`src/rtl/one_wire_bus_master_macros.svh`:
```
// Assertion macros shared by the one-wire bus master RTL.
`ifndef ONE_WIRE_BUS_MASTER_MACROS_SVH
`define ONE_WIRE_BUS_MASTER_MACROS_SVH

// Same-cycle implication, checked on every rising edge outside reset.
`define OWBM_ASSERT_NOW(label, clk, rst_n, ante, cons, msg) \
    label: assert property (@(posedge clk) disable iff (!rst_n) (ante) |-> (cons)) \
        else $error(msg);

// Next-cycle implication, checked on every rising edge outside reset.
`define OWBM_ASSERT_NEXT(label, clk, rst_n, ante, cons, msg) \
    label: assert property (@(posedge clk) disable iff (!rst_n) (ante) |=> (cons)) \
        else $error(msg);

`endif

```
`src/rtl/owbm_pkg.sv`:
```
// Package with payload types, codes and register defaults of the one-wire bus master.
`timescale 1ns / 1ps

package owbm_pkg;

    localparam int unsigned CFG_WIDTH     = 10;
    localparam int unsigned NUM_CFG       = 8;
    localparam int unsigned CFG_IDX_WIDTH = 4;

    localparam logic [CFG_IDX_WIDTH-1:0] REG_RESET_LOW      = 4'd0;
    localparam logic [CFG_IDX_WIDTH-1:0] REG_PRESENCE_SMP   = 4'd1;
    localparam logic [CFG_IDX_WIDTH-1:0] REG_RESET_REC      = 4'd2;
    localparam logic [CFG_IDX_WIDTH-1:0] REG_SLOT_START     = 4'd3;
    localparam logic [CFG_IDX_WIDTH-1:0] REG_WRITE_SLOT     = 4'd4;
    localparam logic [CFG_IDX_WIDTH-1:0] REG_SLOT_REC       = 4'd5;
    localparam logic [CFG_IDX_WIDTH-1:0] REG_READ_SAMPLE    = 4'd6;
    localparam logic [CFG_IDX_WIDTH-1:0] REG_READ_TAIL      = 4'd7;

    localparam logic [CFG_WIDTH-1:0] CFG_RESET [NUM_CFG] = '{
        10'd600, 10'd60, 10'd40, 10'd2, 10'd60, 10'd10, 10'd16, 10'd60
    };

    localparam logic REQ_TICK    = 1'b0;
    localparam logic REQ_COMMAND = 1'b1;

    localparam logic [1:0] CMD_RESET = 2'd0;
    localparam logic [1:0] CMD_WRITE = 2'd1;
    localparam logic [1:0] CMD_READ  = 2'd2;

    typedef struct packed {
        logic       req_type;
        logic [1:0] command;
        logic [7:0] write_byte;
        logic       bus_level;
    } t_in_item;

    typedef struct packed {
        logic       drive_low;
        logic       busy_res;
        logic       done_res;
        logic       presence;
        logic [7:0] read_byte;
    } t_out_item;

endpackage

```
`src/rtl/one_wire_bus_master.sv`:
```
// The result of an accepted item is registered straight into the output register.
// Throughput: one item per cycle; a single stage updates the bus state and the result.
// The output register frees its slot in the same cycle it is taken, so input stalls
// only while a result waits unread. Reset (synchronous, active low) returns the
// sequencer to idle, clears presence and the read byte and reloads the timing registers.
`timescale 1ns / 1ps
`include "one_wire_bus_master_macros.svh"

module one_wire_bus_master
    import owbm_pkg::*;
#(
    parameter int unsigned TICK_WIDTH = 10
) (
    input  logic                     i_clk,
    input  logic                     i_rst_n,
    input  logic                     i_in_valid,
    output logic                     o_in_ready,
    input  t_in_item                 i_in_item,
    output logic                     o_out_valid,
    input  logic                     i_out_ready,
    output t_out_item                o_out_item,
    input  logic                     i_cfg_valid,
    output logic                     o_cfg_ready,
    input  logic [CFG_IDX_WIDTH-1:0] i_cfg_index,
    input  logic [CFG_WIDTH-1:0]     i_cfg_data
);

    localparam int unsigned LIM_WIDTH = (TICK_WIDTH > CFG_WIDTH) ? TICK_WIDTH : CFG_WIDTH;
    localparam logic [TICK_WIDTH-1:0] TMAX = {TICK_WIDTH{1'b1}};

    typedef enum logic [3:0] {
        PH_IDLE,
        PH_RST_LOW,
        PH_RST_WAIT,
        PH_RST_HOLD,
        PH_RST_REC,
        PH_W_START,
        PH_W_DATA,
        PH_W_REC,
        PH_R_START,
        PH_R_WAIT,
        PH_R_TAIL
    } t_phase;

    t_phase                  r_phase, n_phase;
    logic [TICK_WIDTH-1:0]   r_tick, n_tick;
    logic [2:0]              r_bit, n_bit;
    logic [7:0]              r_shift, n_shift;
    logic                    r_presence, n_presence;
    logic [7:0]              r_read_hold, n_read_hold;
    logic [CFG_WIDTH-1:0]    r_cfg [NUM_CFG];
    logic                    r_out_valid;
    t_out_item               r_out, n_out;

    logic                    in_fire;
    logic [TICK_WIDTH-1:0]   tick_inc;
    logic [CFG_WIDTH-1:0]    lim_sel;
    logic [LIM_WIDTH-1:0]    lim_ext;
    logic [LIM_WIDTH-1:0]    lim_clamped;
    logic                    lim_hit;
    logic                    done;

    assign o_in_ready  = !r_out_valid || i_out_ready;
    assign o_cfg_ready = 1'b1;
    assign o_out_valid = r_out_valid;
    assign o_out_item  = r_out;
    assign in_fire     = i_in_valid && o_in_ready;

    assign tick_inc = (r_tick != TMAX) ? r_tick + 1'b1 : r_tick;

    always_comb begin
        case (r_phase)
            PH_RST_LOW:  lim_sel = r_cfg[REG_RESET_LOW[2:0]];
            PH_RST_WAIT: lim_sel = r_cfg[REG_PRESENCE_SMP[2:0]];
            PH_RST_REC:  lim_sel = r_cfg[REG_RESET_REC[2:0]];
            PH_W_START:  lim_sel = r_cfg[REG_SLOT_START[2:0]];
            PH_R_START:  lim_sel = r_cfg[REG_SLOT_START[2:0]];
            PH_W_DATA:   lim_sel = r_cfg[REG_WRITE_SLOT[2:0]];
            PH_W_REC:    lim_sel = r_cfg[REG_SLOT_REC[2:0]];
            PH_R_WAIT:   lim_sel = r_cfg[REG_READ_SAMPLE[2:0]];
            PH_R_TAIL:   lim_sel = r_cfg[REG_READ_TAIL[2:0]];
            default:     lim_sel = '0;
        endcase
        lim_ext     = LIM_WIDTH'(lim_sel);
        lim_clamped = (lim_ext > LIM_WIDTH'(TMAX)) ? LIM_WIDTH'(TMAX) : lim_ext;
        lim_hit     = LIM_WIDTH'(tick_inc) >= lim_clamped;
    end

    always_comb begin
        n_phase     = r_phase;
        n_tick      = r_tick;
        n_bit       = r_bit;
        n_shift     = r_shift;
        n_presence  = r_presence;
        n_read_hold = r_read_hold;
        done        = 1'b0;

        if (i_in_item.req_type == REQ_COMMAND) begin
            if (r_phase == PH_IDLE) begin
                case (i_in_item.command)
                    CMD_RESET: begin
                        n_bit   = '0;
                        n_phase = PH_RST_LOW;
                        n_tick  = '0;
                    end
                    CMD_WRITE: begin
                        n_bit   = '0;
                        n_shift = i_in_item.write_byte;
                        n_phase = PH_W_START;
                        n_tick  = '0;
                    end
                    CMD_READ: begin
                        n_bit   = '0;
                        n_shift = '0;
                        n_phase = PH_R_START;
                        n_tick  = '0;
                    end
                    default: begin
                        n_phase = PH_IDLE;
                    end
                endcase
            end
        end else if (r_phase != PH_IDLE) begin
            n_tick = tick_inc;
            case (r_phase)
                PH_RST_LOW: begin
                    if (lim_hit) begin
                        n_phase = PH_RST_WAIT;
                        n_tick  = '0;
                    end
                end
                PH_RST_WAIT: begin
                    if (lim_hit) begin
                        n_presence = !i_in_item.bus_level;
                        n_phase    = i_in_item.bus_level ? PH_RST_REC : PH_RST_HOLD;
                        n_tick     = '0;
                    end
                end
                PH_RST_HOLD: begin
                    if (i_in_item.bus_level) begin
                        n_phase = PH_RST_REC;
                        n_tick  = '0;
                    end
                end
                PH_RST_REC: begin
                    if (lim_hit) begin
                        n_phase = PH_IDLE;
                        n_tick  = '0;
                        done    = 1'b1;
                    end
                end
                PH_W_START: begin
                    if (lim_hit) begin
                        n_phase = PH_W_DATA;
                        n_tick  = '0;
                    end
                end
                PH_W_DATA: begin
                    if (lim_hit) begin
                        n_phase = PH_W_REC;
                        n_tick  = '0;
                    end
                end
                PH_W_REC: begin
                    if (lim_hit) begin
                        n_tick = '0;
                        if (r_bit == 3'd7) begin
                            n_phase = PH_IDLE;
                            done    = 1'b1;
                        end else begin
                            n_bit   = r_bit + 3'd1;
                            n_phase = PH_W_START;
                        end
                    end
                end
                PH_R_START: begin
                    // The count keeps running from the start of the slot.
                    if (lim_hit) begin
                        n_phase = PH_R_WAIT;
                    end
                end
                PH_R_WAIT: begin
                    if (lim_hit) begin
                        n_shift = {i_in_item.bus_level, r_shift[7:1]};
                        n_phase = PH_R_TAIL;
                        n_tick  = '0;
                    end
                end
                PH_R_TAIL: begin
                    if (lim_hit) begin
                        n_tick = '0;
                        if (r_bit == 3'd7) begin
                            n_read_hold = r_shift;
                            n_phase     = PH_IDLE;
                            done        = 1'b1;
                        end else begin
                            n_bit   = r_bit + 3'd1;
                            n_phase = PH_R_START;
                        end
                    end
                end
                default: begin
                    n_phase = PH_IDLE;
                    n_tick  = '0;
                end
            endcase
        end

        n_out.busy_res  = n_phase != PH_IDLE;
        n_out.done_res  = done;
        n_out.presence  = n_presence;
        n_out.read_byte = n_read_hold;
        case (n_phase)
            PH_RST_LOW, PH_W_START, PH_R_START: n_out.drive_low = 1'b1;
            PH_W_DATA:                          n_out.drive_low = !n_shift[n_bit];
            default:                            n_out.drive_low = 1'b0;
        endcase
    end

    always_ff @(posedge i_clk) begin
        if (!i_rst_n) begin
            r_phase     <= PH_IDLE;
            r_tick      <= '0;
            r_bit       <= '0;
            r_shift     <= '0;
            r_presence  <= 1'b0;
            r_read_hold <= '0;
            r_out_valid <= 1'b0;
            for (int i = 0; i < NUM_CFG; i++) begin
                r_cfg[i] <= CFG_RESET[i];
            end
        end else begin
            if (i_cfg_valid && i_cfg_index < CFG_IDX_WIDTH'(NUM_CFG)) begin
                r_cfg[i_cfg_index[2:0]] <= i_cfg_data;
            end
            if (in_fire) begin
                r_phase     <= n_phase;
                r_tick      <= n_tick;
                r_bit       <= n_bit;
                r_shift     <= n_shift;
                r_presence  <= n_presence;
                r_read_hold <= n_read_hold;
                r_out_valid <= 1'b1;
            end else if (i_out_ready) begin
                r_out_valid <= 1'b0;
            end
        end
        if (in_fire) begin
            r_out <= n_out;
        end
    end

    `OWBM_ASSERT_NOW(a_done_not_busy, i_clk, i_rst_n, r_out_valid && r_out.done_res, !r_out.busy_res, "done result while still busy")
    `OWBM_ASSERT_NOW(a_drive_needs_busy, i_clk, i_rst_n, r_out_valid && r_out.drive_low, r_out.busy_res, "bus driven low while idle")
    `OWBM_ASSERT_NEXT(a_cmd_starts, i_clk, i_rst_n, in_fire && i_in_item.req_type == REQ_COMMAND && r_phase == PH_IDLE && (i_in_item.command == CMD_RESET || i_in_item.command == CMD_WRITE || i_in_item.command == CMD_READ), r_phase != PH_IDLE && o_out_valid && o_out_item.busy_res, "valid command did not start an operation")
    `OWBM_ASSERT_NEXT(a_idle_tick_holds, i_clk, i_rst_n, in_fire && i_in_item.req_type == REQ_TICK && r_phase == PH_IDLE, r_phase == PH_IDLE && !o_out_item.done_res, "tick changed an idle sequencer")

endmodule
```
`config.mk`:
```
export PLATFORM = sky130hd
export DESIGN_NAME = one_wire_bus_master
export DESIGN_NICKNAME = d
export VERILOG_FILES = /design/src/rtl/owbm_pkg.sv /design/src/rtl/one_wire_bus_master.sv
export VERILOG_INCLUDE_DIRS = /design/src /design/src/rtl
export SDC_FILE = /design/constraint.sdc
export NUM_CORES = 1
export LEC_CHECK = 0
export BUFFER_PORTS_ARGS = -buffer_cell sky130_fd_sc_hd__buf_2
export CAP_MARGIN = 10
export CORE_UTILIZATION = 50
export DETAILED_ROUTE_END_ITERATION = 6
export PLACE_DENSITY = 0.76
export SLEW_MARGIN = 10
export SYNTH_ARGS = -nofsm -noshare
export SYNTH_HDL_FRONTEND = slang
export SYNTH_SLANG_ARGS = --single-unit
```
`constraint.sdc`:
```
create_clock -name i_clk -period 9 [get_ports i_clk]
set_clock_uncertainty 0.2 [all_clocks]
set_input_delay 1.35 -clock i_clk [delete_from_list [all_inputs] [get_ports i_clk]]
set_output_delay 1.35 -clock i_clk [all_outputs]
set_load 0.1 [all_outputs]
```
=== Word level (Yosys, flattened, before mapping) ===
Memories as Yosys holds them, arrays and structs flattened.
Index checks and enable logic that the tools add are counted.
Widths: inputs -> output; s select.

* Add/sub/neg operators: 2
* Multipliers: 0
* Div/mod/pow operators: 0
* Magnitude comparators: 4
* Equality and inequality tests: 20
* Shift operators: 0
* Muxes and demuxes: 66
* Bitwise logic cells: 1
* Reduce and logical (&&, ||, !) cells: 20

{| class="wikitable"
|+ Operator list
! kind !! number
|-
| $mux 10 || 9
|-
| $mux 8 || 10
|-
| $pmux 10 s8 || 1
|-
| $mux 4 || 14
|-
| $pmux 4 s10 || 1
|-
| $mux 3 || 10
|-
| $pmux 10 s3 || 1
|-
| $eq 4x3->1 const B || 6
|-
| $eq 4x4->1 const B || 4
|-
| $pmux 8 s2 || 1
|-
| $mux 1 || 15
|-
| $pmux 4 s3 || 1
|-
| $add 10x1->10 const B || 1
|-
| $ge 10x10->1 || 1
|-
| $gt 10x10->1 const B || 1
|-
| $ne 10x10->1 const B || 1
|-
| $reduce_or 10->1 || 1
|-
| $eq 4x1->1 const B || 2
|-
| $eq 4x2->1 const B || 2
|-
| $reduce_bool 4->1 || 2
|-
| $reduce_or 8->1 || 1
|-
| $reduce_or 2->1 || 3
|-
| $reduce_or 3->1 || 2
|-
| $logic_not 4->1 || 1
|-
| 17 further kinds || 22
|}

* Flip-flop bits (word level): 47
* Bits in latches: 0
* RAM bits: 80
* Memory bits (read-only): 0
* Bits of input ports: 31
* Memories kept: 1

{| class="wikitable"
|+ Memory list
! name !! depth !! bits a word !! rd ports !! clocked after memory_dff !! wr ports !! line !! RTL
|-
| r_cfg || 8 || 10 || 8 || 0 || 8 || one_wire_bus_master.sv:51 || <nowiki>logic [CFG_WIDTH-1:0] r_cfg [NUM_CFG];</nowiki>
|}

=== Logic depth before layout (Yosys ltp) ===
* Depth in word-level cells: 14
* Gate-level depth with buffers: 20
* Gate-level depth less buffers: 17

=== Worst setup path after synthesis ===
No wires, ideal clock.

* Path kind: register to register
* Start point: reg r_phase[1]
* End point: reg r_out, in the netlist o_out_item[11], data pin
* Arrival time: 4.012 ns
* Required time: 8.620 ns
* Path slack: 4.608 ns
* Stages on the path, launching flop included: 16
* Cell sequence: dfxtp_1 -> buf_2 -> buf_1 -> nor3_1 -> a222oi_1 -> nand3_1 -> a21oi_1 -> ha_1 -> a41oi_2 -> a211oi_4 -> o21ai_2 -> or3_4 -> o21ai_4 -> mux2_2 -> a22o_1 -> o41ai_2

{| class="wikitable"
|+ RTL lines
! what !! line !! RTL
|-
| start, declared || one_wire_bus_master.sv:45 || <nowiki>t_phase r_phase, n_phase;</nowiki>
|-
| start signal, assigned || one_wire_bus_master.sv:237 || <nowiki>r_phase <= n_phase;</nowiki>
|-
| end signal, assigned || one_wire_bus_master.sv:249 || <nowiki>r_out <= n_out;</nowiki>
|-
| end, declared || one_wire_bus_master.sv:53 || <nowiki>t_out_item r_out, n_out;</nowiki>
|}

==> metrics <==
run status finished clean; sum of buffers and inverters on the critical path 0; DRC violations left 0; Final GP Congestion 0.921; cts hold-fix bufs 0; drt first pass iters 5; Sw Share 0.273; sum of overflow across all layers after global routing 0; via count 5165; buffer depth of the longest clock path 2; total wire length 15900 um; largest net degree at the start of global routing 45; Fillers 1019; area of combinational cells with multiple inputs 0.00300 mm2; Worst Setup Path Type flip-flop to flip-flop; post-detailed-route wirelength per cell 18.6 um; library cell contributing the largest single delay on the critical path sky130_fd_sc_hd__nor2_1; count of flip-flops with a built-in enable after synthesis 92; wire length of the first global-routing pass 25700 um; share of flip-flops with an asynchronous set or reset after synthesis 0; Avg Inst Size Synth 10.5 um2; Arrival @ worst endpoint 5630 ps; Worst Path Max Fanout 20; nature of the critical path startpoint flip-flop; share of synthesized cell area in and, or, nand and nor gates 0.209; count of boundary I/O pins 46; number of buffers added on ports 44; number of antenna cells inserted 0; clk sink count 127; type of destination of the critical path flip-flop; internal portion of total power 1.09 mW; final cycle utilization of the critical path 0.622; count of unique library cells instantiated by Yosys 67; maximum achievable frequency 179 MHz; MaxCap Viol Count 0; antenna violation net count after detailed routing 0; Resized cells post-CTS 0; CP delay by family, top simple AND/OR/NAND/NOR gates; Synth Area in Compound Gates 0.176; Gate Count Post-Synth 636; area taken by flip-flops and latches 0.00346 mm2; DIE AREA 0.0138 mm2; Max Slew Vio Count 0; data required time at the worst endpoint 9030 ps; share of cells above drive strength 1 0.164; CTS tree done; mux cell area share after synthesis 0.0247; buffer count from post-CTS setup fixing 0; Post-synth top flop sky130_fd_sc_hd__edfxtp_1; share of the yosys chip area belonging to registers 0.519; kind of path behind the tightest hold check flip-flop to flip-flop; crit path setup slack, layout 3400 ps; Total Negative Setup Slacks 0 ps; net count reported at finish 721; sequential cell fraction of total power 0.449; post-DR vias/cell 6.03; core area 0.0128 mm2; synthesis-stage register bit count 127; unrepaired setup endpoints after global routing false; insertion delay to the later sink of the worst-skew pair 430 ps; net switching power of the design 0.409 mW; number of buffers inserted during clock tree synthesis 17; worst relative slew slack 0.220; leakage power 2.77 nW; largest vdd supply drop 125 uV; Final Hold Violating Endpoints 0; total number of placement rows 41; dpl cell area 0.00703 mm2; initial drt markers 628; via count of the first global-routing pass 4964; Finish-stage setup viols 0; final HPWL from detailed placement 10800 um; # H-tree levels 4; Reg clk slew, reported paths 60 ps; die outline height 118 um; Placement Setup Slack 3570 ps; number of antenna violations at the first check in global routing 0; actual transition at the worst max-transition pin 1170 ps; effective utilization at floorplan 0.521; adder and majority gate portion of the synthesized area 0.0319; power density of the placed cells 198 mW/mm2; Final min period 5600 ps; share of total power in the clock network 0.425; Warnings, synthesis 0; growth of design area from synthesis to finish 13.4%; non-filler instance count after layout 857; summed area of non-filler cells in the final layout 0.00757 mm2; Total Power Consumption 1.50 mW; instance count after placement with tap cells included 826; combined area of all synthesized cells 0.00668 mm2; GRT Total Usage 0.241; clk root buf sky130_fd_sc_hd__clkbuf_16; share of power burned in combinational logic 0.125; x dimension of the die 118 um; CP cell instances nand2b_1 > nor2_1 > a22oi_1 > nand3_1 > a21oi_1 > ha_1 > nand4_1 > a211oi_1 > or3_1 > o21ai_2 > or3_4 > o21ai_4 > mux2_2 > a22o_1 > o41ai_2; synthesized-area fraction occupied by xor and xnor cells 0.00787; net count after synthesis 684; combinational family with the most area after synthesis simple AND/OR/NAND/NOR gates; peak per-stage delay on the critical path 930 ps
kinds of logic (layout without fill, tap and decap cells):
| group | after synthesis | count (layout) |
|---|---|---|
| muxes | 15 | 15 |
| adders and majority gates | 17 | 17 |
| buffers and inverters | 49 | 98 |
| DFF | 127 | 127 |
| and+or+nand+nor | 267 | 267 |
| other | 1 | 1 |
| AOI/OAI and AO/OA | 154 | 154 |
| xor gates and xnor gates | 6 | 6 |
worst paths after layout:
| kind | start | slack (ps) | depth (start not counted) | end |
|---|---|---|---|---|
| setup / recovery | r_phase[0] | 3400 | 15 | o_out_item[11] |
| hold / removal | r_read_hold[4] | 270 | 2 | r_read_hold[4] |
| setup reg to reg | r_phase[0] | 3400 | 15 | o_out_item[11] |
| hold reg to reg | r_read_hold[4] | 270 | 2 | r_read_hold[4] |
metrics by stage:
stage / util / hold slack (ps)
floorplan: - / 241
global placement: 0.548 / 249
detailed placement: 0.548 / 258
CTS: 0.590 / 270
global route: 0.590 / 296
finish: 0.590 / 266
cells in the mapped netlist (4+ instances only):
cell | instances | area [um2]
sky130_fd_sc_hd__a222oi_1 | 10 | 100
sky130_fd_sc_hd__mux2_2 | 12 | 135
sky130_fd_sc_hd__and3_1 | 4 | 25.0
sky130_fd_sc_hd__or3_1 | 18 | 113
sky130_fd_sc_hd__edfxtp_1 | 92 | 2760
sky130_fd_sc_hd__a21oi_1 | 24 | 120
sky130_fd_sc_hd__o21ai_0 | 23 | 115
sky130_fd_sc_hd__a211oi_1 | 7 | 52.6
sky130_fd_sc_hd__inv_1 | 11 | 41.3
sky130_fd_sc_hd__a21boi_0 | 24 | 180
sky130_fd_sc_hd__nor3_1 | 11 | 55.1
sky130_fd_sc_hd__a22oi_1 | 20 | 150
sky130_fd_sc_hd__clkbuf_1 | 27 | 101
sky130_fd_sc_hd__o211a_1 | 5 | 50.1
sky130_fd_sc_hd__a31oi_1 | 5 | 31.3
sky130_fd_sc_hd__nand2b_1 | 17 | 106
sky130_fd_sc_hd__nand3_1 | 27 | 135
sky130_fd_sc_hd__a21o_1 | 7 | 52.6
sky130_fd_sc_hd__ha_1 | 17 | 213
sky130_fd_sc_hd__dfxtp_1 | 35 | 701
sky130_fd_sc_hd__nor2b_1 | 5 | 31.3
sky130_fd_sc_hd__and2_1 | 67 | 419
sky130_fd_sc_hd__nor2_1 | 35 | 131
sky130_fd_sc_hd__nand2_1 | 68 | 255
sky130_fd_sc_hd__nand4_1 | 4 | 25.0
flip-flops by register name, indices dropped and copies added (netlist names):
register and flops:
r_cfg 80, r_bit 3, r_shift 8, r_read_hold 8
o_out_item 12, r_tick 10, r_phase 4, r_presence 1
o_out_valid 1
area by class of cell:
type,count,share of cell area
well taps,172,0.0284
flip-flops and latches,127,0.457
inverters,13,0.00645
repair buffers,54,0.0390
multi-input cells,460,0.397
clock buffers,17,0.0562
clock inverters,14,0.0157
placed cells by master (no fill, tap or decap), types with 5 or more instances in the layout:
cell type,count
sky130_fd_sc_hd__a211oi_1,7
sky130_fd_sc_hd__a21boi_0,24
sky130_fd_sc_hd__a21o_1,7
sky130_fd_sc_hd__a21oi_1,24
sky130_fd_sc_hd__a222oi_1,10
sky130_fd_sc_hd__a22oi_1,20
sky130_fd_sc_hd__a31oi_1,5
sky130_fd_sc_hd__and2_1,67
sky130_fd_sc_hd__buf_2,44
sky130_fd_sc_hd__buf_4,10
sky130_fd_sc_hd__clkbuf_16,17
sky130_fd_sc_hd__dfxtp_1,35
sky130_fd_sc_hd__edfxtp_1,92
sky130_fd_sc_hd__ha_1,17
sky130_fd_sc_hd__inv_1,11
sky130_fd_sc_hd__mux2_2,12
sky130_fd_sc_hd__nand2_1,68
sky130_fd_sc_hd__nand2b_1,17
sky130_fd_sc_hd__nand3_1,27
sky130_fd_sc_hd__nor2_1,35
sky130_fd_sc_hd__nor2b_1,5
sky130_fd_sc_hd__nor3_1,11
sky130_fd_sc_hd__o211a_1,5
sky130_fd_sc_hd__o21ai_0,19
sky130_fd_sc_hd__or3_1,18
layer usage:
layer | global-route usage | part of all wire | vias to the layer above
met5 | 0 | 0 | -
met4 | 0.0889 | 0.022 | 0
met3 | 0.0572 | 0.069 | 34
met2 | 0.393 | 0.48 | 224
met1 | 0.311 | 0.43 | 2471
li1 | - | - | 2436
power groups by stage:
stage | clock, mW | combinational [mW] | sequential [mW]
after floorplan | 0 | 0.116 | 0.703
after global placement | 0 | 0.181 | 0.685
after detailed placement | 0 | 0.185 | 0.686
after CTS | 0.640 | 0.186 | 0.674
after global routing | 0.667 | 0.202 | 0.678
final | 0.638 | 0.188 | 0.674
worst register-to-register path, stage by stage, from the launching register on:
cell and delay [ps]:
sky130_fd_sc_hd__dfxtp_1 780, sky130_fd_sc_hd__nand2b_1 190, sky130_fd_sc_hd__nor2_1 930, sky130_fd_sc_hd__a22oi_1 240, sky130_fd_sc_hd__nand3_1 180, sky130_fd_sc_hd__a21oi_1 60, sky130_fd_sc_hd__ha_1 340, sky130_fd_sc_hd__nand4_1 190
sky130_fd_sc_hd__a211oi_1 220, sky130_fd_sc_hd__or3_1 380, sky130_fd_sc_hd__o21ai_2 130, sky130_fd_sc_hd__or3_4 440, sky130_fd_sc_hd__o21ai_4 250, sky130_fd_sc_hd__mux2_2 370, sky130_fd_sc_hd__a22o_1 200, sky130_fd_sc_hd__o41ai_2 330
No activity file was read; power rests on OpenSTA's default activity.
